File: src/eds_pkg.sv
`timescale 1ns / 1ps
// Shared types, sizes and request layouts for the Euclidean distance stream.
// Used by every module of the block; depends on nothing else.
package eds_pkg;

  // Lane count and element format. The request layout below carries four
  // named lanes, so LANES matches that layout.
  localparam int LANES         = 4;
  localparam int ELEMENT_WIDTH = 32;
  localparam int FRAC_BITS     = 16;

  // Port field widths.
  localparam int FIELD_W = 32;
  localparam int COUNT_W = 3;
  localparam int DIST_W  = 32;
  localparam int SUM_W   = 48;

  // Derived sizes.
  localparam int PROD_W     = 2 * ELEMENT_WIDTH;
  localparam int SUM_EXT_W  = SUM_W + $clog2(LANES + 1);
  localparam int PAIRS      = (SUM_W + FRAC_BITS + 1) / 2;
  localparam int ROOT_W     = PAIRS;
  localparam int SCALED_W   = 2 * PAIRS;
  localparam int REM_W      = ROOT_W + 1;
  localparam int CNT_W      = $clog2(PAIRS + 1);

  localparam logic [SUM_W-1:0] SUM_MAX = {SUM_W{1'b1}};

  typedef logic [FIELD_W-1:0] field_t;
  typedef logic [PROD_W-1:0]  prod_t;

  typedef struct packed {
    field_t              first_lane_0;
    field_t              first_lane_1;
    field_t              first_lane_2;
    field_t              first_lane_3;
    field_t              second_lane_0;
    field_t              second_lane_1;
    field_t              second_lane_2;
    field_t              second_lane_3;
    logic [COUNT_W-1:0]  valid_lanes;
    logic                last_beat;
  } in_req_t;

  typedef struct packed {
    logic [DIST_W-1:0] distance;
    logic [SUM_W-1:0]  sum_of_squares;
    logic              saturated;
  } out_req_t;

  // Finished sum of one vector pair, handed from the merge stage to the root unit.
  typedef struct packed {
    logic [SUM_W-1:0] sum;
    logic             sat;
  } sum_t;

  function automatic field_t first_elem(input in_req_t req, input int idx);
    field_t v;
    case (idx)
      0:       v = req.first_lane_0;
      1:       v = req.first_lane_1;
      2:       v = req.first_lane_2;
      3:       v = req.first_lane_3;
      default: v = '0;
    endcase
    return v;
  endfunction

  function automatic field_t second_elem(input in_req_t req, input int idx);
    field_t v;
    case (idx)
      0:       v = req.second_lane_0;
      1:       v = req.second_lane_1;
      2:       v = req.second_lane_2;
      3:       v = req.second_lane_3;
      default: v = '0;
    endcase
    return v;
  endfunction

endpackage

File: src/eds_merge.sv
`timescale 1ns / 1ps
// Merge stage: rescales the lane squares, adds them to the saturating
// accumulator and hands the total on at the end of a vector. Depends on eds_pkg.
module eds_merge (
  input  logic            clk,
  input  logic            rst_n,
  input  logic            fire,
  input  logic            last,
  input  eds_pkg::prod_t  prod [eds_pkg::LANES],
  output eds_pkg::sum_t   total
);

  logic [eds_pkg::SUM_W-1:0]     acc_r, acc_nxt;
  logic                          sat_r, sat_nxt;
  logic [eds_pkg::SUM_EXT_W-1:0] wide;
  eds_pkg::prod_t                scaled;
  logic [eds_pkg::SUM_W-1:0]     sq;

  always_comb begin
    wide = eds_pkg::SUM_EXT_W'(acc_r);
    for (int i = 0; i < eds_pkg::LANES; i++) begin
      scaled = prod[i] >> eds_pkg::FRAC_BITS;
      sq = (scaled >= eds_pkg::prod_t'(eds_pkg::SUM_MAX)) ? eds_pkg::SUM_MAX
                                                          : scaled[eds_pkg::SUM_W-1:0];
      wide = wide + eds_pkg::SUM_EXT_W'(sq);
    end
    // All terms are non-negative, so reaching the top anywhere in the chain
    // is the same as the full sum reaching it.
    if (wide >= eds_pkg::SUM_EXT_W'(eds_pkg::SUM_MAX)) begin
      total.sum = eds_pkg::SUM_MAX;
      total.sat = 1'b1;
    end else begin
      total.sum = wide[eds_pkg::SUM_W-1:0];
      total.sat = sat_r;
    end

    acc_nxt = acc_r;
    sat_nxt = sat_r;
    if (fire) begin
      acc_nxt = last ? '0 : total.sum;
      sat_nxt = last ? 1'b0 : total.sat;
    end
  end

  always_ff @(posedge clk) begin
    if (!rst_n) begin
      acc_r <= '0;
      sat_r <= 1'b0;
    end else begin
      acc_r <= acc_nxt;
      sat_r <= sat_nxt;
    end
  end

endmodule

File: config.mk
export PLATFORM = sky130hd
export DESIGN_NAME = eds_merge
export DESIGN_NICKNAME = d
export VERILOG_FILES = /design/src/eds_pkg.sv /design/src/eds_merge.sv
export SDC_FILE = /design/constraint.sdc
export NUM_CORES = 1
export LEC_CHECK = 0
export ABC_AREA = 1
export ABC_CLOCK_PERIOD_IN_PS = 5040
export BUFFER_PORTS_ARGS = -buffer_cell sky130_fd_sc_hd__buf_2
export CAP_MARGIN = 25
export CORE_UTILIZATION = 50
export CTS_CLUSTER_SIZE = 30
export DETAILED_ROUTE_END_ITERATION = 12
export MAX_ROUTING_LAYER = met4
export PLACE_DENSITY = 0.9
export SYNTH_ARGS = -nofsm -noshare
export SYNTH_HDL_FRONTEND = slang
export SYNTH_SLANG_ARGS = --single-unit
File: constraint.sdc
create_clock -name clk -period 5.04 [get_ports clk]
set_input_delay 0.504 -clock clk [delete_from_list [all_inputs] [get_ports clk]]
set_output_delay 0.504 -clock clk [all_outputs]
set_load 0.005 [all_outputs]
* After elaboration in Yosys (flattened, before gate mapping) *
Index checks and enable logic that the tools add are counted.

word-level totals
  logic and storage cells = 18
  register bits = 49
  input bits = 260
  output and inout port bits = 49

cells by class
  mux-type cells = 7
  magnitude comparators = 5
  $add $sub $neg = 4

operators by type and width
  cell                                                                     count
  48-bit two-way mux                                                       5
  48-bit >= comparator, second input constant                              4
  50-bit by 48-bit adder with 51-bit output                                1
  51-bit by 48-bit adder with 51-bit output                                1
  51-bit by 48-bit >= comparator with 1-bit output, second input constant  1
  49-bit by 48-bit adder with 50-bit output                                1
  48-bit by 48-bit adder with 49-bit output                                1
  49-bit two-way mux                                                       1
  1-bit two-way mux                                                        1

* Depth between registers and ports, before layout *
  depth in word-level cells = 9
  mapped depth = 29

* Worst setup path after synthesis *
No wires, ideal clock.

  path kind = in2out
  start = in prod[17] in the netlist's numbering
  end = out total[38] in the netlist's numbering
  stages on the path = 22
  path buffers = 3
  path slack = 223 ps
  data required time = 4536 ps
  arrival = 4313 ps
  cell sequence = clkbuf_1 fa_1 inv_1 fa_1 fa_1 inv_1 ha_1 fa_1 nand2_1 nand3_1 nand3_1 nand2_2 nand2_1 nand2_1 nand2_1 nand3_1 nand2_1 nand3_1 a21oi_1 buf_4 buf_6 nand3_1

RTL lines
  item                RTL line         RTL
  start: declaration  eds_merge.sv:9   input eds_pkg::prod_t prod [eds_pkg::LANES],
  end: declaration    eds_merge.sv:10  output eds_pkg::sum_t total

==> flow_summary.json <==
{
  "synthMuxAreaShare": 0,
  "synth-warning-count": 0,
  "via_per_inst": 5.11,
  "ant_nets": 0,
  "netlist_instances": 1839,
  "clock_latency_ps": 320,
  "synthXorXnorAreaFrac": 0.0180,
  "grtUsageMet2": 0.640,
  "core_um2": 21900,
  "final_cell_area_um2": 15700,
  "synth.cells.most_frequent": "nand2_1 (558), inv_1 (532), fa_1 (143)",
  "ys.flop_type": "dfxtp_1",
  "hold_class": "in -> reg",
  "synth-compound-area-share": 0.0422,
  "final_util": 0.718,
  "grt_first_pass_wirelength_um": 62100,
  "worstPathArrival_ps": 4990,
  "use_met3": 0.0554,
  "drt_iter0_drc": 856,
  "ys_seq_area_frac": 0.0877,
  "io_buffers": 244,
  "synth_cell_types": 34,
  "grt_pass1_vias": 12839,
  "final-max-slew-violation-count": 0,
  "synth_adder_area_share": 0.313,
  "drive_above_1_share": 0.360,
  "finClkSkew_ps": 11.1,
  "die-area_um2": 23000,
  "place_area_um2": 13600,
  "fp.dieH_um": 152,
  "multiInputGateArea_um2": 8990,
  "critPathBufInv": 9,
  "required_ps": 4540,
  "max_cap_violations": 0,
  "worst_path_max_delay_cell": "fa_2",
  "cts_max_level": 2,
  "routed_wl_um": 41800,
  "grt_setup_unrepaired": "true",
  "placed_cells": 2407,
  "antenna_found_initial": 1,
  "layout.cells.non_filler": 2458,
  "path_clk_slew_ps": 80,
  "busiest_layer": "met2",
  "cts_buffers": 5,
  "timing.final.crit_share": 1.09,
  "synth_edf_count": 0,
  "area_growth_pct": 40.5,
  "wire_per_inst_um": 17.0,
  "gp_congestion": 1.02,
  "yosysMostFrequentCell": "nand2_1",
  "cts_tree": "yes",
  "final_nets": 2630,
  "clk_path_buf_depth": 2,
  "grt_overflow": 0,
  "ys_ff_latch": 49,
  "met1_usage": 0.404,
  "hpwlAfterDp_um": 29400,
  "root_buffer": "clkbuf_16",
  "period_minus_slack_ps": 5500,
  "syn_nets": 2293,
  "yosys.area_share.simple": 0.303,
  "io_pins": 309,
  "cp-end-kind": "output pin",
  "synth_area_leaders": "fa_1 (26%), nand2_1 (19%), inv_1 (18%)",
  "dieWidth_um": 152,
  "syn-mean-instance-area_um2": 6.08,
  "drc": 0,
  "start_kind": "input port",
  "clkSinkCount": 49,
  "synth_top_family_by_area": "adder cells",
  "cp_slowest_stage_delay_ps": 670,
  "start_util": 0.511,
  "synth_area_um2": 11200,
  "setup-tns-final_ps": -17880,
  "track_usage": 0.363,
  "synth_async_sr_flop_share": 0,
  "status": "complete, but fails checks",
  "cp_top_family": "adder cells",
  "vias": 12564,
  "hold_viol_final": 0,
  "synth.top_cell.area_share": 0.256,
  "fillCellCount": 1627,
  "register_area_um2": 996,
  "crit_chain": "buf_2, fa_1, fa_2, inv_2, fa_1, inv_2, ha_4, nand2_4, inv_1, nand2_1, nand2_2, nand3b_1, buf_4, buf_4, xor2_2, nand3_1, nor2_2, nand3_1, nor2_2, nand3_4, buf_12, buf_16, nand3_2, buf_2",
  "synth_largest_area_cell": "fa_1",
  "hold_buffers": 0,
  "num_rows": 54,
  "violations": "negative setup slack",
  "slew_headroom": 0.520,
  "critPathKind": "in -> out",
  "setup_viol": 49,
  "cp_max_fo": 5,
  "grt_max_degree": 50,
  "clock.fmax_mhz": 182,
  "dr.pass1.iters": 6,
  "worst_slew_pin_slew_ps": 719,
  "setup_ws_ps": -456
}
worst paths after layout:
path	from	to	slack [ps]	cells after the start
setup reg to reg	acc_r[9]	acc_r[46]	60	26
hold / removal	rst_n	sat_r	430	3
hold reg to reg	acc_r[12]	acc_r[12]	490	2
setup / recovery	prod[217]	total[34]	-460	24
timing repair:
item,CTS,global route
setup buffers,30,12
gates resized for setup,186,149
endpoints found under the setup margin,50,98
pin swaps,31,78
cloned,4,0
per-layer routing:
metal / vias to the layer above / part of all wire / wire length (µm)
met2: 663 / 0.50 / 20900
met1: 5866 / 0.37 / 15400
met3: 211 / 0.076 / 3180
met4: 0 / 0.055 / 2300
li1: 5824 / - / -
met5: - / 0 / 0
worst min-delay path: stages:
cell,delay [ps]
buf_2,90
o211ai_1,80
inv_1,50
flip-flops by register name (all words and copies together) (netlist names):
signal,cells
acc_r,48
sat_r,1
cells in the final DEF (no fill, tap or decap), drive strengths merged:
cell,instances
xnor2,2
nor3,9
o211ai,1
nor2,99
nand3,106
buf,463
xor2,21
nand4,12
ha,51
clkinvlp,1
nor4,2
clkinv,4
inv,556
dfxtp,49
fa,143
diode,1
nand2,560
and2,3
clkbuf,5
o21bai,3
a21oi,77
a21boi,1
or2,1
o21ai,3
nand3b,5
cell families (layout without fill, tap and decap cells):
family | Yosys count | in the layout
compound gates | 85 | 85
xor+xnor | 23 | 23
fa+ha+maj | 194 | 194
buf+inv | 691 | 1029
flops | 49 | 49
other cells | 0 | 1
simple gates | 797 | 797
cell type report:
cell class	instances	area share
clock inverter	3	0.00111
tap	280	0.0223
multi-input combinational	1099	0.572
sequential	49	0.0634
antenna	1	0.000159
inverter	558	0.134
timing repair buffer	463	0.199
clock buffer	5	0.00796
per-stage QoR:
| step | hold slack (ps) | setup slack [ps] |
|---|---|---|
| 5_1_grt | 455 | -591 |
| 4_1_cts | 440 | -318 |
| 3_5_place_dp | 476 | -474 |
| 6_report | 435 | -456 |
| 2_1_floorplan | 445 | 223 |
| 3_3_place_gp | 452 | -413 |
Power is not shown: default switching activity piles up to over one toggle a cycle in this logic, so the estimate is an artifact.
