$ cat config.mk
export PLATFORM = sky130hd
export DESIGN_NAME = eds_lane
export DESIGN_NICKNAME = d
export VERILOG_FILES = /design/src/eds_pkg.sv /design/src/eds_lane.sv
export SDC_FILE = /design/constraint.sdc
export NUM_CORES = 2
export LEC_CHECK = 0
export ABC_AREA = 1
export BUFFER_PORTS_ARGS = -buffer_cell sky130_fd_sc_hd__buf_2
export CAP_MARGIN = 20
export CORE_ASPECT_RATIO = 1.75
export CORE_UTILIZATION = 60
export DETAILED_ROUTE_END_ITERATION = 10
export GPL_ROUTABILITY_DRIVEN = 0
export PLACE_DENSITY_LB_ADDON = 0.1
export SETUP_SLACK_MARGIN = 0.4
export SYNTH_ARGS = -nofsm -noshare
export SYNTH_HDL_FRONTEND = slang
export SYNTH_SLANG_ARGS = --single-unit
export TNS_END_PERCENT = 20
$ cat constraint.sdc
create_clock -name clk -period 10.1 [get_ports clk]
set_clock_uncertainty 0.15 [all_clocks]
set_input_delay 0 -clock clk [delete_from_list [all_inputs] [get_ports clk]]
set_output_delay 0 -clock clk [all_outputs]
set_load 0.1 [all_outputs]
$ cat src/eds_pkg.sv
`timescale 1ns / 1ps
// Shared types, sizes and request layouts for the Euclidean distance stream.
// Used by every module of the block; depends on nothing else.
package eds_pkg;

  // Lane count and element format. The request layout below carries four
  // named lanes, so LANES matches that layout.
  localparam int LANES         = 4;
  localparam int ELEMENT_WIDTH = 32;
  localparam int FRAC_BITS     = 16;

  // Port field widths.
  localparam int FIELD_W = 32;
  localparam int COUNT_W = 3;
  localparam int DIST_W  = 32;
  localparam int SUM_W   = 48;

  // Derived sizes.
  localparam int PROD_W     = 2 * ELEMENT_WIDTH;
  localparam int SUM_EXT_W  = SUM_W + $clog2(LANES + 1);
  localparam int PAIRS      = (SUM_W + FRAC_BITS + 1) / 2;
  localparam int ROOT_W     = PAIRS;
  localparam int SCALED_W   = 2 * PAIRS;
  localparam int REM_W      = ROOT_W + 1;
  localparam int CNT_W      = $clog2(PAIRS + 1);

  localparam logic [SUM_W-1:0] SUM_MAX = {SUM_W{1'b1}};

  typedef logic [FIELD_W-1:0] field_t;
  typedef logic [PROD_W-1:0]  prod_t;

  typedef struct packed {
    field_t              first_lane_0;
    field_t              first_lane_1;
    field_t              first_lane_2;
    field_t              first_lane_3;
    field_t              second_lane_0;
    field_t              second_lane_1;
    field_t              second_lane_2;
    field_t              second_lane_3;
    logic [COUNT_W-1:0]  valid_lanes;
    logic                last_beat;
  } in_req_t;

  typedef struct packed {
    logic [DIST_W-1:0] distance;
    logic [SUM_W-1:0]  sum_of_squares;
    logic              saturated;
  } out_req_t;

  // Finished sum of one vector pair, handed from the merge stage to the root unit.
  typedef struct packed {
    logic [SUM_W-1:0] sum;
    logic             sat;
  } sum_t;

  function automatic field_t first_elem(input in_req_t req, input int idx);
    field_t v;
    case (idx)
      0:       v = req.first_lane_0;
      1:       v = req.first_lane_1;
      2:       v = req.first_lane_2;
      3:       v = req.first_lane_3;
      default: v = '0;
    endcase
    return v;
  endfunction

  function automatic field_t second_elem(input in_req_t req, input int idx);
    field_t v;
    case (idx)
      0:       v = req.second_lane_0;
      1:       v = req.second_lane_1;
      2:       v = req.second_lane_2;
      3:       v = req.second_lane_3;
      default: v = '0;
    endcase
    return v;
  endfunction

endpackage

$ cat src/eds_lane.sv
`timescale 1ns / 1ps
// One lane: signed difference of two elements, its magnitude and the
// registered square. Depends on eds_pkg.
module eds_lane (
  input  logic                 clk,
  input  logic                 en,
  input  logic                 lane_on,
  input  eds_pkg::field_t      first_elem,
  input  eds_pkg::field_t      second_elem,
  output eds_pkg::prod_t       prod_r
);

  logic signed [eds_pkg::ELEMENT_WIDTH-1:0] a;
  logic signed [eds_pkg::ELEMENT_WIDTH-1:0] b;
  logic signed [eds_pkg::ELEMENT_WIDTH:0]   diff;
  logic        [eds_pkg::ELEMENT_WIDTH:0]   mag_w;
  logic        [eds_pkg::ELEMENT_WIDTH-1:0] mag;
  eds_pkg::prod_t                           prod_nxt;

  always_comb begin
    a     = $signed(first_elem[eds_pkg::ELEMENT_WIDTH-1:0]);
    b     = $signed(second_elem[eds_pkg::ELEMENT_WIDTH-1:0]);
    diff  = (eds_pkg::ELEMENT_WIDTH+1)'(a) - (eds_pkg::ELEMENT_WIDTH+1)'(b);
    mag_w = diff[eds_pkg::ELEMENT_WIDTH] ? $unsigned(-diff) : $unsigned(diff);
    // The magnitude of the difference never needs the extra sign bit.
    mag   = mag_w[eds_pkg::ELEMENT_WIDTH-1:0];
    prod_nxt = lane_on ? eds_pkg::prod_t'(mag) * eds_pkg::prod_t'(mag) : '0;
  end

  always_ff @(posedge clk) begin
    if (en) begin
      prod_r <= prod_nxt;
    end
  end

endmodule

### Yosys cells after proc, flatten, opt, wreduce, memory -nomap -nowiden

Index checks and enable logic that the tools add are counted.

* bits in registers: 64
* latch bits: 0
* RAM bits: 0
* memory bits (read-only): 0
* input bits: 67
* output and inout bits: 64
* word-level logic and storage cells: 5
* memories kept: 0

* add/sub/neg operators: 2
* multipliers: 1
* divide/modulo/power cells: 0
* magnitude comparators: 0
* eq/ne operators: 0
* shift-type cells: 0
* muxes and demuxes: 1
* bitwise gates (word level): 0
* reductions and logical operators: 0

Operators by type and width (number)
* $mul 32x32->64: 1
* $sub 32x32->33: 1
* $mux 32: 1
* $neg 32->32: 1

### Longest topological paths before layout

* depth in word-level cells: 4
* gate-level depth with buffers: 54
* mapped depth without buffers: 53

### Worst setup path after synthesis

OpenSTA, ideal clock, no wires.

* path type: input -> register
* start point: in first_elem[0]
* end point: reg prod_r[50], data pin
* arrival time: 8.612 ns
* setup slack: 1.081 ns
* stages on the path: 47
* path buffers: 2
* path through: inv_1 -> ha_1 -> fa_1 -> inv_1 -> nand2_1 -> nand2_1 -> nand3_1 -> nand2_1 -> nand2_1 -> nand2_1 -> nand4_1 -> nand2_1 -> or2_4 -> nand2_4 -> buf_2 -> o21ai_0 -> nand2_1 -> inv_2 -> [11 not listed] -> fa_1 -> fa_1 -> fa_1 -> inv_1 -> ha_1 -> nand2_1 -> nor2_1 -> nand2_1 -> o311ai_0 -> nand2_1 -> nand2_1 -> a21oi_1 -> o21ai_0 -> nand2_1 -> inv_1 -> o21ai_0 -> nand2_1 -> nor2_1

* longest elaborated chain between the ends: 4

RTL lines
* from (decl): line eds_lane.sv:8 `input eds_pkg::field_t first_elem,`
* $sub 32x32->33 *: line eds_lane.sv:23 `diff = (eds_pkg::ELEMENT_WIDTH+1)'(a) - (eds_pkg::ELEMENT_WIDTH+1)'(b);`
* $neg 32->32: line eds_lane.sv:24 `mag_w = diff[eds_pkg::ELEMENT_WIDTH] ? $unsigned(-diff) : $unsigned(diff);`
* $mux 32 *: line eds_lane.sv:24
* $mul 32x32->64 *: line eds_lane.sv:27 `prod_nxt = lane_on ? eds_pkg::prod_t'(mag) * eds_pkg::prod_t'(mag) : '0;`
* to (signal assigned): line eds_lane.sv:32 `prod_r <= prod_nxt;`
* to (decl): line eds_lane.sv:10 `output eds_pkg::prod_t prod_r`

Mark *: on every way between the ends. The rest lies on a longest branch, timed or not.
A chain may end at the register's enable or synchronous reset.

### Worst setup path in the final report

* start point: in first_elem[0]
* end point: reg prod_r[55], data pin

Same word-level chain as after synthesis.

==> results.json <==
{
  "hold_viol_final": 0,
  "hold_end": "prod_r[55]$_SDFFCE_PN0P_",
  "slew_violations": 0,
  "floorplan.initialDensity_pct": 60.7,
  "clock-sinks": 63,
  "synth_seq_cells": 63,
  "num_rows": 117,
  "async_flop_share_pct": 0,
  "finalCritPeriodShare_pct": 91.7,
  "dpl.hpwl_mm": 93.7,
  "first_iter_violations": 2151,
  "grt_max_degree": 64,
  "fin_cells": 5269,
  "crit_type": "primary input to register",
  "crit_path_start_kind": "primary input",
  "syn-mean-instance-area_um2": 8.15,
  "routedWlPerCell_um": 21.3,
  "overflow": 0,
  "track_usage_pct": 39.5,
  "n_antenna_cell": 0,
  "antenna_left": 0,
  "largest_register_ffs": 63,
  "synthCells": 4326,
  "dp_cells": 5236,
  "worstMarginPinSlew_ns": 0.895,
  "grt_pass1_vias": 32200,
  "cp.required_ns": 10.04,
  "final_net_count": 5670,
  "fin_util_pct": 65.5,
  "crit_fanout": 8,
  "top_regs": "prod_r (63)",
  "max_flop_register": "prod_r",
  "n_fill_cell": 5262,
  "worstHoldPathType": "primary input to register",
  "numPortBuffers": 129,
  "grt_pass1_wl_mm": 172,
  "synth_area_um2": 35300,
  "synth-edff-count": 63,
  "relSlewSlack_pct": 40.3,
  "status": "finished, final reports clean",
  "min_from": "en",
  "viasPerCell": 5.57,
  "firstDrtPassIters": 6,
  "clk_pin_slew_worst_paths_ns": 0.06,
  "cp.arrival_ns": 9.20,
  "max_stage_delay_ns": 0.58,
  "drive_gt1_share_pct": 10.7,
  "drt_wl_total_mm": 112,
  "setup_violations": 0,
  "fin_crit_ns": 9.26,
  "ys_seq_area_share_pct": 5.36,
  "cts.path.max_buffers": 2,
  "ys.flop_type": "edfxtp_1",
  "synth_cell_type_count": 52,
  "cts_tree": "yes",
  "dieArea_um2": 59800,
  "drv_cap": 0,
  "final_common_cell": "inv_1",
  "final_cell_mix": "inv_1 (1,252), fa_1 (793), nand2_1 (658)",
  "core-area_um2": 58100,
  "io_pins": 131,
  "rsz0062_at_grt": "true",
  "cts_buffers": 9,
  "yosysWarnings": 0,
  "remaining_drc_errors": 0,
  "hold_buffers": 0,
  "clockRootBuffer": "clkbuf_16",
  "max_freq_mhz": 108,
  "critPathSlowestCell": "fa_1",
  "antenna_found_initial": 1,
  "whs_ns": 0.232,
  "cp-end-kind": "register",
  "min_path_cells": 2,
  "die_x_um": 185,
  "dieHeight_um": 323,
  "syn_to_final_growth_pct": 7.87,
  "vias": 29300,
  "htreeDepth": 3,
  "syn_nets": 5505
}
-- Yosys cell counts (5+ instances only) --
cell type	n	area share (%)
inv_2	50	0.53
edfxtp_1	63	5.4
o21bai_1	16	0.34
buf_2	55	0.78
nand4_1	20	0.35
ha_1	315	11
nor2_2	37	0.66
xnor2_1	13	0.32
nor3_1	18	0.26
fa_1	797	45
nor2_4	15	0.48
nand2_1	665	7.1
o21ai_1	5	0.071
o21ai_0	86	1.2
a21oi_1	164	2.3
nor2_1	466	5.0
buf_6	12	0.38
inv_1	1255	13
nand3_1	92	1.3
buf_4	9	0.19
a31o_2	6	0.15
o21a_1	19	0.40
nand2_2	17	0.30
xor2_1	23	0.57
or2_1	6	0.11
clkbuf_1	15	0.16
a21o_1	9	0.19
a31oi_1	22	0.39
-- stage by stage --
stage               setup slack, ns  TNS, ns  cell area, µm²
global route                  0.299        0           38000
floorplan                      1.08        0           35300
detailed placement          -0.0641  -0.0641           37100
global placement             0.0559        0           37100
finish                        0.839        0           38000
CTS                           0.428        0           37400
-- layer usage --
layer  vias to the layer above  share of wire (%)  track usage [%]
met5                         -              0.017                0
met4                         2                 11             37.2
met3                       679                7.7             7.62
met2                      1505                 50             68.8
met1                     14200                 31             38.7
li1                      12900                  -                -
-- area by class of cell --
cell class | instances | area, µm² | area share [%]
Multi-Input combinational cell | 2864 | 28300 | 74.3
Inverter | 1309 | 4950 | 13.0
Sequential cell | 63 | 1890 | 4.97
Timing Repair Buffer | 244 | 1670 | 4.38
Tap cell | 773 | 967 | 2.54
Clock buffer | 9 | 225 | 0.592
Clock inverter | 7 | 72.6 | 0.191
-- worst max path at each step --
| stage | from | end |
|---|---|---|
| CTS | first_elem[0] | prod_r[63]$_SDFFCE_PN0P_ |
| detailed placement | first_elem[0] | prod_r[63]$_SDFFCE_PN0P_ |
| global placement | first_elem[0] | prod_r[63]$_SDFFCE_PN0P_ |
| global route | first_elem[0] | prod_r[63]$_SDFFCE_PN0P_ |
| floorplan | first_elem[0] | prod_r[50]$_SDFFCE_PN0P_ |
| finish | first_elem[0] | prod_r[55]$_SDFFCE_PN0P_ |
-- worst max-delay path, delay by kind of cell --
family / cells / cell delay (ns)
AOI/OAI and AO/OA: 6 / 1.33
adders and majority gates: 12 / 5.26
buffers and inverters: 12 / 0.92
and+or+nand+nor: 14 / 1.67
-- kinds of logic (layout without fill, tap and decap cells) --
group | count (synthesis) | in the layout | share of synthesized area (%)
XOR/XNOR | 40 | 40 | 1.08
flip-flops | 63 | 63 | 5.36
other | 1 | 1 | 0.0106
adder cells (fa/ha/maj) | 1112 | 1112 | 56.4
AND/OR/NAND/NOR | 1360 | 1362 | 16.0
AO/OA/AOI/OAI | 349 | 349 | 5.61
buffers and inverters | 1401 | 1569 | 15.5
-- repair_timing --
action	4_1_cts	5_1_grt
setup endpoints to repair	1	38
resized for setup	1	132
pin swaps	0	9
setup buffers	0	14
gates cloned	0	3
Power is left out: the tool's default activity adds up to more than one toggle a clock period on the data nets, which glitch-free logic cannot reach.
