**config.mk**
```make
export PLATFORM = sky130hd
export DESIGN_NAME = eds_sqrt
export DESIGN_NICKNAME = d
export VERILOG_FILES = /design/src/eds_pkg.sv /design/src/eds_sqrt.sv
export SDC_FILE = /design/constraint.sdc
export NUM_CORES = 1
export LEC_CHECK = 0
export BUFFER_PORTS_ARGS = -buffer_cell sky130_fd_sc_hd__clkbuf_2
export CELL_PAD_IN_SITES_DETAIL_PLACEMENT = 0
export CELL_PAD_IN_SITES_GLOBAL_PLACEMENT = 1
export CORE_MARGIN = 5
export CORE_UTILIZATION = 40
export DETAILED_ROUTE_END_ITERATION = 10
export HOLD_SLACK_MARGIN = 0.05
export PLACE_DENSITY_LB_ADDON = 0.1
export SYNTH_ARGS = -nofsm -noshare
export SYNTH_HDL_FRONTEND = slang
export SYNTH_SLANG_ARGS = --single-unit
```
**constraint.sdc**
```tcl
create_clock -name clk -period 2.9 [get_ports clk]
set_input_delay 0.145 -clock clk [delete_from_list [all_inputs] [get_ports clk]]
set_output_delay 0.145 -clock clk [all_outputs]
set_load 0.01 [all_outputs]
```
**src/eds_pkg.sv**
```systemverilog
`timescale 1ns / 1ps
// Shared types, sizes and request layouts for the Euclidean distance stream.
// Used by every module of the block; depends on nothing else.
package eds_pkg;

  // Lane count and element format. The request layout below carries four
  // named lanes, so LANES matches that layout.
  localparam int LANES         = 4;
  localparam int ELEMENT_WIDTH = 32;
  localparam int FRAC_BITS     = 16;

  // Port field widths.
  localparam int FIELD_W = 32;
  localparam int COUNT_W = 3;
  localparam int DIST_W  = 32;
  localparam int SUM_W   = 48;

  // Derived sizes.
  localparam int PROD_W     = 2 * ELEMENT_WIDTH;
  localparam int SUM_EXT_W  = SUM_W + $clog2(LANES + 1);
  localparam int PAIRS      = (SUM_W + FRAC_BITS + 1) / 2;
  localparam int ROOT_W     = PAIRS;
  localparam int SCALED_W   = 2 * PAIRS;
  localparam int REM_W      = ROOT_W + 1;
  localparam int CNT_W      = $clog2(PAIRS + 1);

  localparam logic [SUM_W-1:0] SUM_MAX = {SUM_W{1'b1}};

  typedef logic [FIELD_W-1:0] field_t;
  typedef logic [PROD_W-1:0]  prod_t;

  typedef struct packed {
    field_t              first_lane_0;
    field_t              first_lane_1;
    field_t              first_lane_2;
    field_t              first_lane_3;
    field_t              second_lane_0;
    field_t              second_lane_1;
    field_t              second_lane_2;
    field_t              second_lane_3;
    logic [COUNT_W-1:0]  valid_lanes;
    logic                last_beat;
  } in_req_t;

  typedef struct packed {
    logic [DIST_W-1:0] distance;
    logic [SUM_W-1:0]  sum_of_squares;
    logic              saturated;
  } out_req_t;

  // Finished sum of one vector pair, handed from the merge stage to the root unit.
  typedef struct packed {
    logic [SUM_W-1:0] sum;
    logic             sat;
  } sum_t;

  function automatic field_t first_elem(input in_req_t req, input int idx);
    field_t v;
    case (idx)
      0:       v = req.first_lane_0;
      1:       v = req.first_lane_1;
      2:       v = req.first_lane_2;
      3:       v = req.first_lane_3;
      default: v = '0;
    endcase
    return v;
  endfunction

  function automatic field_t second_elem(input in_req_t req, input int idx);
    field_t v;
    case (idx)
      0:       v = req.second_lane_0;
      1:       v = req.second_lane_1;
      2:       v = req.second_lane_2;
      3:       v = req.second_lane_3;
      default: v = '0;
    endcase
    return v;
  endfunction

endpackage

```
**src/eds_sqrt.sv**
```systemverilog
`timescale 1ns / 1ps
// Bit-serial floor square root of the scaled sum, one root bit per cycle,
// with the result register of the output channel. Depends on eds_pkg.
module eds_sqrt (
  input  logic              clk,
  input  logic              rst_n,
  input  logic              start,
  input  eds_pkg::sum_t     operand,
  output logic              ready,
  output logic              out_valid,
  input  logic              out_stall,
  output eds_pkg::out_req_t out_data
);

  typedef enum logic [1:0] {
    ST_IDLE,
    ST_RUN,
    ST_DONE
  } state_t;

  state_t                        state_r, state_nxt;
  logic [eds_pkg::SCALED_W-1:0]  x_r, x_nxt;
  logic [eds_pkg::ROOT_W-1:0]    root_r, root_nxt;
  logic [eds_pkg::REM_W-1:0]     rem_r, rem_nxt;
  logic [eds_pkg::CNT_W-1:0]     cnt_r, cnt_nxt;
  eds_pkg::sum_t                 hold_r, hold_nxt;
  logic [eds_pkg::REM_W+1:0]     shifted;
  logic [eds_pkg::REM_W+1:0]     trial;
  logic [eds_pkg::REM_W+1:0]     diff;

  assign ready     = (state_r == ST_IDLE) || ((state_r == ST_DONE) && !out_stall);
  assign out_valid = (state_r == ST_DONE);

  always_comb begin
    out_data.distance       = eds_pkg::DIST_W'(root_r);
    out_data.sum_of_squares = hold_r.sum;
    out_data.saturated      = hold_r.sat;
  end

  always_comb begin
    state_nxt = state_r;
    x_nxt     = x_r;
    root_nxt  = root_r;
    rem_nxt   = rem_r;
    cnt_nxt   = cnt_r;
    hold_nxt  = hold_r;

    shifted = {rem_r, x_r[eds_pkg::SCALED_W-1 -: 2]};
    trial   = (eds_pkg::REM_W+2)'({root_r, 2'b01});
    diff    = shifted - trial;

    case (state_r)
      ST_RUN: begin
        x_nxt = x_r << 2;
        if (shifted >= trial) begin
          rem_nxt  = diff[eds_pkg::REM_W-1:0];
          root_nxt = {root_r[eds_pkg::ROOT_W-2:0], 1'b1};
        end else begin
          rem_nxt  = shifted[eds_pkg::REM_W-1:0];
          root_nxt = {root_r[eds_pkg::ROOT_W-2:0], 1'b0};
        end
        cnt_nxt = cnt_r - 1'b1;
        if (cnt_r == eds_pkg::CNT_W'(1)) begin
          state_nxt = ST_DONE;
        end
      end
      ST_DONE: begin
        if (!out_stall) begin
          state_nxt = ST_IDLE;
        end
      end
      default: begin
      end
    endcase

    if (start && ready) begin
      state_nxt = ST_RUN;
      x_nxt     = eds_pkg::SCALED_W'(operand.sum) << eds_pkg::FRAC_BITS;
      root_nxt  = '0;
      rem_nxt   = '0;
      cnt_nxt   = eds_pkg::CNT_W'(eds_pkg::PAIRS);
      hold_nxt  = operand;
    end
  end

  always_ff @(posedge clk) begin
    if (!rst_n) begin
      state_r <= ST_IDLE;
      cnt_r   <= '0;
    end else begin
      state_r <= state_nxt;
      cnt_r   <= cnt_nxt;
    end
    x_r    <= x_nxt;
    root_r <= root_nxt;
    rem_r  <= rem_nxt;
    hold_r <= hold_nxt;
  end

endmodule

```
* Word-level counts from Yosys, hierarchy flattened *
Index checks and enable logic that the tools add are counted.

storage, ports and cells
  output and inout bits = 83
  bits in registers = 170
  word-level logic and storage cells = 41
  input port bits = 53

cells by class
  bitwise gates (word level) = 1
  order comparisons = 1
  muxes and demuxes = 10
  reductions and logical operators = 11
  eq/ne operators = 7
  add/subtract/negate cells = 2

operators by type and width
  cell                                                   count
  2-to-1 mux 64 bit                                      2
  >= comparator 35 x 34 -> 1 bit                         1
  2-to-1 mux 33 bit                                      1
  subtractor 33 bit                                      1
  2-to-1 mux 6 bit                                       2
  == test 6 x 1 -> 1 bit, second input constant          1
  AND reduction 3 bit                                    2
  subtractor 6 x 1 -> 6 bit, second input constant       1
  2-to-1 mux 2 bit                                       2
  inequality test 2 bit, second input constant           2
  one-hot mux 2 bit (2 select lines)                     1
  nonzero test 2 bit                                     2
  inequality test 3 x 2 -> 1 bit, second input constant  1
  inequality test 3 bit, second input constant           1
  nonzero test 3 bit                                     1
  == test 2 x 1 -> 1 bit, second input constant          1
  == test 2 bit, second input constant                   1
  logical AND 1 bit                                      2
  logical NOT 2 bit                                      1
  2-to-1 mux 1 bit                                       2
  OR reduction 2 bit                                     1
  logical NOT 1 bit                                      1
  logical OR 1 bit                                       1
  inverter 1 bit                                         1

* Logic depth before layout (Yosys ltp) *
  depth after elaboration = 6
  gate-level depth with buffers = 12
  depth with buffers taken out = 10

* Worst setup path after synthesis *
OpenSTA, ideal clock, no wires.

  kind = register to register
  start point = reg state_r[0]
  end point = reg hold_r, in the netlist out_data[0] (enable)
  data required time = 2.467 ns
  library setup time = 0.433 ns
  clock period less this slack = 3.129 ns
  arrival = 2.696 ns
  setup slack = -0.229 ns
  path buffers = 1
  stages on the path, launching flop included = 7
  path through = dfxtp_1 > inv_1 > ha_1 > a21o_1 > nand2_1 > inv_2 > clkbuf_1

on the way
  longest elaborated chain between the ends = 4
  elaborated cells on any way between the ends = 5

RTL lines
  element                   RTL line        text
  start: declaration        eds_sqrt.sv:21  state_t state_r, state_nxt;
  start signal: assignment  eds_sqrt.sv:91  state_r <= state_nxt;
  == test 2 bit             --
  net out_valid             eds_sqrt.sv:10  output logic out_valid,
  logical AND 1 bit         eds_sqrt.sv:31  assign ready = (state_r == ST_IDLE) || ((state_r == ST_DONE) && !out_stall);
  logical OR 1 bit          eds_sqrt.sv:31
  net ready                 eds_sqrt.sv:9   output logic ready,
  logical AND 1 bit         eds_sqrt.sv:76  if (start && ready) begin
  end signal: assignment    eds_sqrt.sv:97  hold_r <= hold_nxt;
  end: declaration          eds_sqrt.sv:26  eds_pkg::sum_t hold_r, hold_nxt;

The timed path passes the listed nets, and every way through them passes these cells.
A chain may end at the register's enable or synchronous reset.

* Final worst setup path *
  start point = reg root_r[24] (netlist bit)
  end point = reg rem_r[26] (netlist bit)

on the way
  longest elaborated chain between the ends = 2
  elaborated cells on any way between the ends = 3

RTL lines
  element                                                                     RTL line                        text
  start: declaration                                                          eds_sqrt.sv:23                  logic [eds_pkg::ROOT_W-1:0] root_r, root_nxt;
  start signal: assignment                                                    eds_sqrt.sv:95                  root_r <= root_nxt;
  subtractor 33 bit / >= comparator 35 x 34 -> 1 bit (equally long branches)  eds_sqrt.sv:50, eds_sqrt.sv:55
  2-to-1 mux 33 bit *                                                         eds_sqrt.sv:55                  if (shifted >= trial) begin
  end signal: assignment                                                      eds_sqrt.sv:96                  rem_r <= rem_nxt;
  end: declaration                                                            eds_sqrt.sv:24                  logic [eds_pkg::REM_W-1:0] rem_r, rem_nxt;

Every way passes the cells marked *; elsewhere a longest branch is shown, timed or not.

==> qor.yml <==
worst_path_top_cell_family_by_delay: "simple AND/OR/NAND/NOR gates"
r2r_slack_ps: 60
path_clk_slew_ps: 80
synth.cell_area_mm2: 0.00838
timing.final.hold_violations: 0
max_freq_mhz: 352
path_class: "reg -> reg"
crit_path_cell_trace: "inv_2 -> ha_4 -> nand2_4 -> nor2_4 -> nand3_4 -> or4_4 -> o31ai_4 -> a31oi_4 -> buf_6 -> buf_12 -> or4_4 -> nand3_2"
synthArstFlopShare: 0
share_seq_of_total_power: 0.276
die_height_um: 155
timing.critical_path.to: "rem_r[26]$_SDFFE_PP0P_"
global_route.overflow_total: 0
setup_ws_ps: 59.1
finalCriticalPeriod_ps: 2840
final-seq-area_mm2: 0.00439
maxSlewHeadroom: 0.605
internal_power_mw: 7.54
maxUsedRoutingLayer: "met4"
final_antenna_net_count: 0
final_min_period_over_clock_period: 0.980
core_region_area_mm2: 0.0208
power_frac_comb: 0.534
synthTopCellsByArea: "edfxtp_1 (35%), dfxtp_1 (17%), nand2_1 (7.9%)"
synth_area_per_cell_um2: 9.95
dp_worst_setup_slack_ps: -15.5
hold_class: "in -> reg"
synthesis.nets: 934
clock_sink_count: 170
port_buffers: 135
synth-seq-area-share: 0.522
critPathLaunch: "root_r[24]$_SDFFE_PP0P_"
post_synth_inst_count: 842
clk-insertion-delay-late_ps: 430
end_kind: "flip-flop"
regToRegStartpoint: "root_r[24]$_SDFFE_PP0P_"
m1WireLength_mm: 10.2
vias: 6800
floorplan.rows: 53
crit_path_cell_count: 12
synth_seq_cells: 170
p_per_area_mw_per_mm2: 1060
drt_via_density: 4.91
dpl-instance-area_mm2: 0.00986
starting_density_of_the_core: 0.402
worst_ir_drop_vdd_mv: 0.591
synth-warning-count: 0
die_w_um: 155
antenna_found_initial: 0
n_fill_cell: 1935
floorplan_die_area_mm2: 0.0239
drt_wl_total_mm: 20.8
critPathArrivalTime_ps: 3210
timing.critical_path.buf_inv: 3
ff_to_ff_end: "rem_r[26]$_SDFFE_PP0P_"
numCtsBuffers: 17
critical-path-max-stage-delay_ps: 560
maxSlewViolCount: 0
multiInputGateArea_mm2: 0.00396
switching_share: 0.381
h-tree-depth: 4
final_worst_clock_skew_ps: 14.2
top_ff_cell_synth: "edfxtp_1"
insertedDiodeCount: 0
r2r.worst_path.cells: 12
cp.required_ps: 3270
outcome: "completed"
power_switching_mw: 4.64
tritoncts: "done"
route.detailed.wl_per_inst_um: 15.0
top_level_ports: 136
layout_cells_sized_above_1: 0.293
max-clock-path-buffers: 2
place_congestion: 0.890
drc_errors: 0
final_core_util: 0.550
num-nets-final: 1188
finalSetupViolCount: 0
pwr-share-clk: 0.190
netlist.top_cell.by_area: "edfxtp_1"
detailroute.wirelength.met3_um: 721
worst-slew-pin-transition_ps: 593
largest_net_degree_at_the_start_of_global_routing: 128
synth.lib_cells_used.distinct: 66
timing.critical_path.from_type: "flip-flop"
area_growth_syn_to_layout_pct: 36.6
path_common_cell: "or4_4"
grt_pass1_vias: 6537
synth_top_area_frac: 0.348
global_route.usage.total: 0.169
stdcell_area_mm2: 0.0114
crit_path_top_delay_cell: "or4_4"
detail_route.iter0.violations: 349
drv.max_cap_violation_count: 0
min_delay_path_depth: 2
place_hpwl_mm: 14.0
path_max_fanout: 8
p_leak_nw: 4.93
route.met2.wl_mm: 9.68
drt_first_pass_iters: 4
grt_pass1_wl_mm: 33.0
number_of_flops_mapped_to_enable_cells_by_yosys: 97
clockRootBuffer: "clkbuf_16"
finalPower_mw: 12.2
worst reg2reg max path: cells and delay by family, from the launching register on:
| family | cells | cell delay [ps] |
|---|---|---|
| compound gates | 2 | 420 |
| simple gates | 6 | 1420 |
| fa+ha+maj | 1 | 270 |
| flops | 1 | 340 |
| buf+inv | 3 | 340 |
synthesized netlist by cell type (all sizes together), types with 2 or more instances:
master and count:
o221a 2, nor3 6, nor2b 4, and2 2
nand2 177, a311oi 2, nor2 66, o21a 3
inv 49, o21ai 47, o31ai 8, dfxtp 73
mux2i 52, ha 39, a32oi 3, o311ai 2
a21o 10, a221o 2, clkbuf 28, a221oi 3
xor2 12, nand3 11, a21oi 49, o211a 2
edfxtp 97, a21boi 4, xnor2 20, or2 3
a31oi 5, nand4 9, and3 9, or4 2
a211oi 5, or3 4, o21bai 5, buf 10
placed cells by master, fill, tap and decap left out, types with 8 or more instances in the layout:
master,count
nor2_1,63
buf_4,75
nand4_1,9
dlygate4sd3_1,52
xor2_1,12
mux2i_1,50
ha_1,22
dfxtp_2,11
a21oi_1,46
xnor2_1,20
o21ai_0,38
clkbuf_2,135
dfxtp_1,62
nand2_1,171
inv_1,44
a21o_1,10
ha_4,11
and3_1,8
edfxtp_1,97
clkbuf_16,18
nand3_1,8
worst min path at each step:
| stage | start | to | slack, ps |
|---|---|---|---|
| floorplan | operand[0] | out_data[0]$_DFFE_PP_ | 240 |
| global placement | operand[0] | out_data[0]$_DFFE_PP_ | 320 |
| detailed placement | operand[0] | out_data[0]$_DFFE_PP_ | 330 |
| CTS | operand[2] | out_data[2]$_DFFE_PP_ | 420 |
| global route | operand[37] | out_data[37]$_DFFE_PP_ | 440 |
| finish | operand[12] | out_data[12]$_DFFE_PP_ | 440 |
cell type report:
cell class | instances | share of cell area
Clock inverter | 15 | 0.0154
Inverter | 49 | 0.0163
Tap cell | 275 | 0.0301
Sequential cell | 170 | 0.383
Clock buffer | 17 | 0.0372
Timing Repair Buffer | 273 | 0.172
Multi-Input combinational cell | 585 | 0.346
flip-flops by register name (all words and copies together), names as in the netlist:
| name | cells |
|---|---|
| cnt_r | 6 |
| x_r | 48 |
| rem_r | 33 |
| out_data | 49 |
| state_r | 2 |
| root_r | 32 |
logic make-up after synthesis:
family / share of synthesized area
simple gates: 0.151
compound gates: 0.128
xor+xnor: 0.0335
buf+inv: 0.0429
flops: 0.522
fa+ha+maj: 0.0582
mux: 0.0635
per-layer routing:
layer / track usage / vias up
met2: 0.273 / 117
met3: 0.0252 / 11
met5: 0 / -
met1: 0.239 / 3200
met4: 0.0429 / 0
li1: - / 3472
power by group through the flow:
stage / registers (mW) / clock network (mW) / logic [mW]
global placement: 3.38 / 0 / 5.43
CTS: 3.34 / 2.38 / 5.68
floorplan: 3.40 / 0 / 3.71
finish: 3.36 / 2.32 / 6.50
detailed placement: 3.39 / 0 / 5.41
global route: 3.41 / 2.46 / 7.15
stage by stage:
stage                     hold WS (ps)  cells  TNS [ps]
after floorplan                    244    842         0
after global placement             324   1288         0
after global routing               438   1384     -80.4
final                              445   1384         0
after CTS                          420   1373         0
after detailed placement           331   1288     -15.5
timing repair:
item / CTS / global route
hold endpoints to repair: 100 / 0
pin swaps: 2 / 20
gates cloned: 1 / 1
setup endpoints to repair: 1 / 31
setup buffers: 0 / 10
hold buffers: 52 / 0
gates resized for setup: 0 / 69
Power figures use the tool's default switching activity.
